**src/hw/rtl/pswap_ram.sv**
```systemverilog
// Generic single write port, single read port RAM with registered read data.
`default_nettype none
module pswap_ram #(
  parameter int unsigned WIDTH = 8,
  parameter int unsigned DEPTH = 16
) (
  input  wire logic                     clk,
  input  wire logic                     we,
  input  wire logic [$clog2(DEPTH)-1:0] waddr,
  input  wire logic [WIDTH-1:0]         wdata,
  input  wire logic                     re,
  input  wire logic [$clog2(DEPTH)-1:0] raddr,
  output logic      [WIDTH-1:0]         rdata
);

  logic [WIDTH-1:0] mem [DEPTH];

  always_ff @(posedge clk) begin
    if (we) begin
      mem[waddr] <= wdata;
    end
    if (re) begin
      rdata <= mem[raddr];
    end
  end

endmodule
`default_nettype wire

```
**config.mk**
```make
export PLATFORM = sky130hd
export DESIGN_NAME = pswap_ram
export DESIGN_NICKNAME = d
export VERILOG_FILES = /design/src/hw/rtl/pswap_ram.sv
export SDC_FILE = /design/constraint.sdc
export NUM_CORES = 1
export LEC_CHECK = 0
export ABC_AREA = 1
export BUFFER_PORTS_ARGS = -buffer_cell sky130_fd_sc_hd__buf_2
export CAP_MARGIN = 30
export CORE_ASPECT_RATIO = 1.4
export CORE_MARGIN = 4
export CORE_UTILIZATION = 38
export CTS_BUF_LIST = sky130_fd_sc_hd__clkbuf_4
export CTS_CLUSTER_DIAMETER = 80
export CTS_CLUSTER_SIZE = 16
export DETAILED_ROUTE_END_ITERATION = 16
export PLACE_DENSITY = 0.62
export SYNTH_ARGS = -nofsm -noshare
export SYNTH_HDL_FRONTEND = slang
export SYNTH_SLANG_ARGS = --single-unit
```
**constraint.sdc**
```tcl
create_clock -name clk -period 2.6 [get_ports clk]
set_input_delay 0.26 -clock clk [delete_from_list [all_inputs] [get_ports clk]]
set_output_delay 0.26 -clock clk [all_outputs]
set_load 0.02 [all_outputs]
```
==> impl_metrics.json <==
{
  "finalWeightedCongestion": 0.8134,
  "worst_slew_pin_slew_ns": 0.9309,
  "synth_area_per_cell_um2": 10.61,
  "synth.area.top_cells": "edfxtp_1 70%, nand2_1 11%, nand3_1 8.3%",
  "grt_pass1_vias": 3748,
  "met2RoutedLength_um": 6859,
  "max_cap_viol_count": 0,
  "ys_seq_area_frac": 0.6985,
  "grt_start_max_net_pins": 49,
  "r2r-start": "mem[0][7]",
  "yosysWarnings": 0,
  "ys_types": 11,
  "track_usage": 0.1581,
  "post-route-period-util": 0.6223,
  "io_buffers": 26,
  "ctsLongestPathBuffers": 2,
  "clkLatencyLatePin_ns": 0.52,
  "die_w_um": 112.8,
  "worstHoldEndpoint": "rdata[4]",
  "cts-root-buf": "clkbuf_4",
  "cts_hold_buf": 0,
  "path_cells": "buf_2 > inv_2 > nand3_1 > nand3_1 > nand3_1 > nand2_1",
  "worst_hold_startpoint": "re",
  "ir_drop_v": 0.0002336,
  "areaGrowthSynthToFinish_pct": 8.346,
  "final_layout_size_suffix_gt1_frac": 0.1054,
  "netlist.top_cell.by_area": "edfxtp_1",
  "grt_pass1_wl_um": 20830,
  "tritoncts.num_buffers": 17,
  "end_kind": "register",
  "crit_top_cell": "nand3_1",
  "initial_utilization": 0.3884,
  "holdPathStages": 1,
  "maxSlewHeadroom": 0.3771,
  "core_mm2": 0.01505,
  "finish.net_count": 595,
  "hp-class": "in -> reg",
  "grt_overflow": 0,
  "r2r_end": "rdata[7]",
  "cts_resized": 0,
  "syn_area_mm2": 0.005847,
  "hpwl_um": 8601,
  "drt_pass1_iterations": 5,
  "m1WireLength_um": 5278,
  "clkTransAtPathRegs_ns": 0.12,
  "critPathTopFamily": "buffers and inverters",
  "totalWireLength_um": 13190,
  "cp_slowest_cell": "buf_2",
  "cp_max_fo": 33,
  "critPathLaunchType": "input port",
  "rsz0062_at_grt": "no",
  "hold_viol_final": 0,
  "die_h_um": 154.8,
  "dr_wl_met3_um": 757,
  "cts_tree": "yes",
  "drt_iter0_markers": 250,
  "max_stage_delay_ns": 0.53,
  "core.rowCount": 53,
  "antenna_found_initial": 1,
  "power.density_mw_per_mm2": 627.6,
  "regToRegSetupSlack_ns": 1.37,
  "htree_levels": 4,
  "dpl_cell_area_mm2": 0.006093,
  "fin_area_mm2": 0.006335,
  "fin_skew_ns": 0.01569,
  "wire_per_inst_um": 16.89,
  "status": "complete, no violations",
  "cts_post_setup_buffers_inserted": 0,
  "leakagePower_nw": 2.669,
  "worstRegToRegCells": 6,
  "io_pins": 27,
  "drc": 0,
  "utilization": 0.4208,
  "timing.fmax_mhz": 618.0,
  "setup_viol": 0,
  "postRouteAntennaNets": 0,
  "finalMaxSlewViolations": 0,
  "die_area_mm2": 0.01746,
  "path_buf_inv": 2,
  "post-route-min-period_ns": 1.618,
  "clock-sinks": 136,
  "netlist.area_leader.share": 0.6985,
  "syn_inst": 551,
  "synth_nets": 570,
  "synth-seq-cells": 136,
  "path_class": "in -> reg",
  "tns_ns": 0,
  "worstPathRequired_ns": 2.88,
  "dr.max_layer_used": "met4",
  "routed_via_density": 4.858,
  "via_count": 3794,
  "crit_arrival_ns": 1.90
}
-- layout by cell type (no fill, tap or decap) --
master,instances
nand2_1,173
edfxtp_1,136
inv_1,100
nand3_1,97
buf_2,26
nor2_1,17
clkbuf_4,17
clkinvlp_4,7
clkinv_2,5
buf_4,3
inv_2,2
nand3b_1,2
diode_2,1
clkinv_1,1
bufinv_16,1
buf_12,1
-- how the worst max path moves through the flow --
stage                   from    endpoint  slack, ns  cells after the start
floorplan           waddr[2]  mem[10][0]       1.39                      2
finish              raddr[1]    rdata[7]       0.98                      6
detailed placement  raddr[1]    rdata[7]       0.42                      6
global route        raddr[1]    rdata[7]       0.91                      6
CTS                 raddr[1]    rdata[7]        1.0                      6
global placement    raddr[1]    rdata[7]       0.47                      6
-- cells in the mapped netlist --
cell type  count
nand2_1      173
edfxtp_1     136
inv_1        100
nand3_1       97
nor2_1        17
buf_2         13
buf_6          6
buf_4          4
inv_2          2
nand3b_1       2
buf_1          1
-- through the flow --
step                total power [mW]  instances  hold WS (ns)  setup slack, ns
finish                         3.976        781        0.1097           0.9820
CTS                            4.020        780       0.05822           0.9992
floorplan                      2.714        551        0.3589            1.389
detailed placement             2.833        749        0.6412           0.4237
global placement               2.828        749        0.6371           0.4719
global route                   4.147        781       0.05148           0.9136
-- report_power, final --
part | internal, mW | switching, mW
logic | 0.0784 | 0.220
clock network | 0.453 | 0.745
registers | 2.47 | 0.0134
total | 3.00 | 0.978
-- cells by family (layout without fill, tap and decap cells) --
logic type             Yosys count  after routing  share of synthesized area
buffers and inverters          126            163                    0.09394
other                            0              1                          0
DFF                            136            136                     0.6985
and+or+nand+nor                289            289                     0.2076
-- metal layers --
layer  vias to the layer above  global-route usage
met2                       140              0.2692
met1                      1807              0.1929
li1                       1830                   -
met3                        17             0.03718
met4                         0             0.06357
met5                         -                   0
-- state kept, by name (all words and copies together), names as in the netlist --
name,flops
mem,128
rdata,8
-- area by class of cell --
type,count,area (um^2)
fill,1410,8718
tap,192,240.2
inverter,102,382.9
multi-input combinational,289,1214
clock inverter,14,111.4
antenna,1,2.502
timing repair buffer,30,172.7
sequential,136,4084
clock buffer,17,127.6
Note: power is estimated with default switching activity, not from simulation.
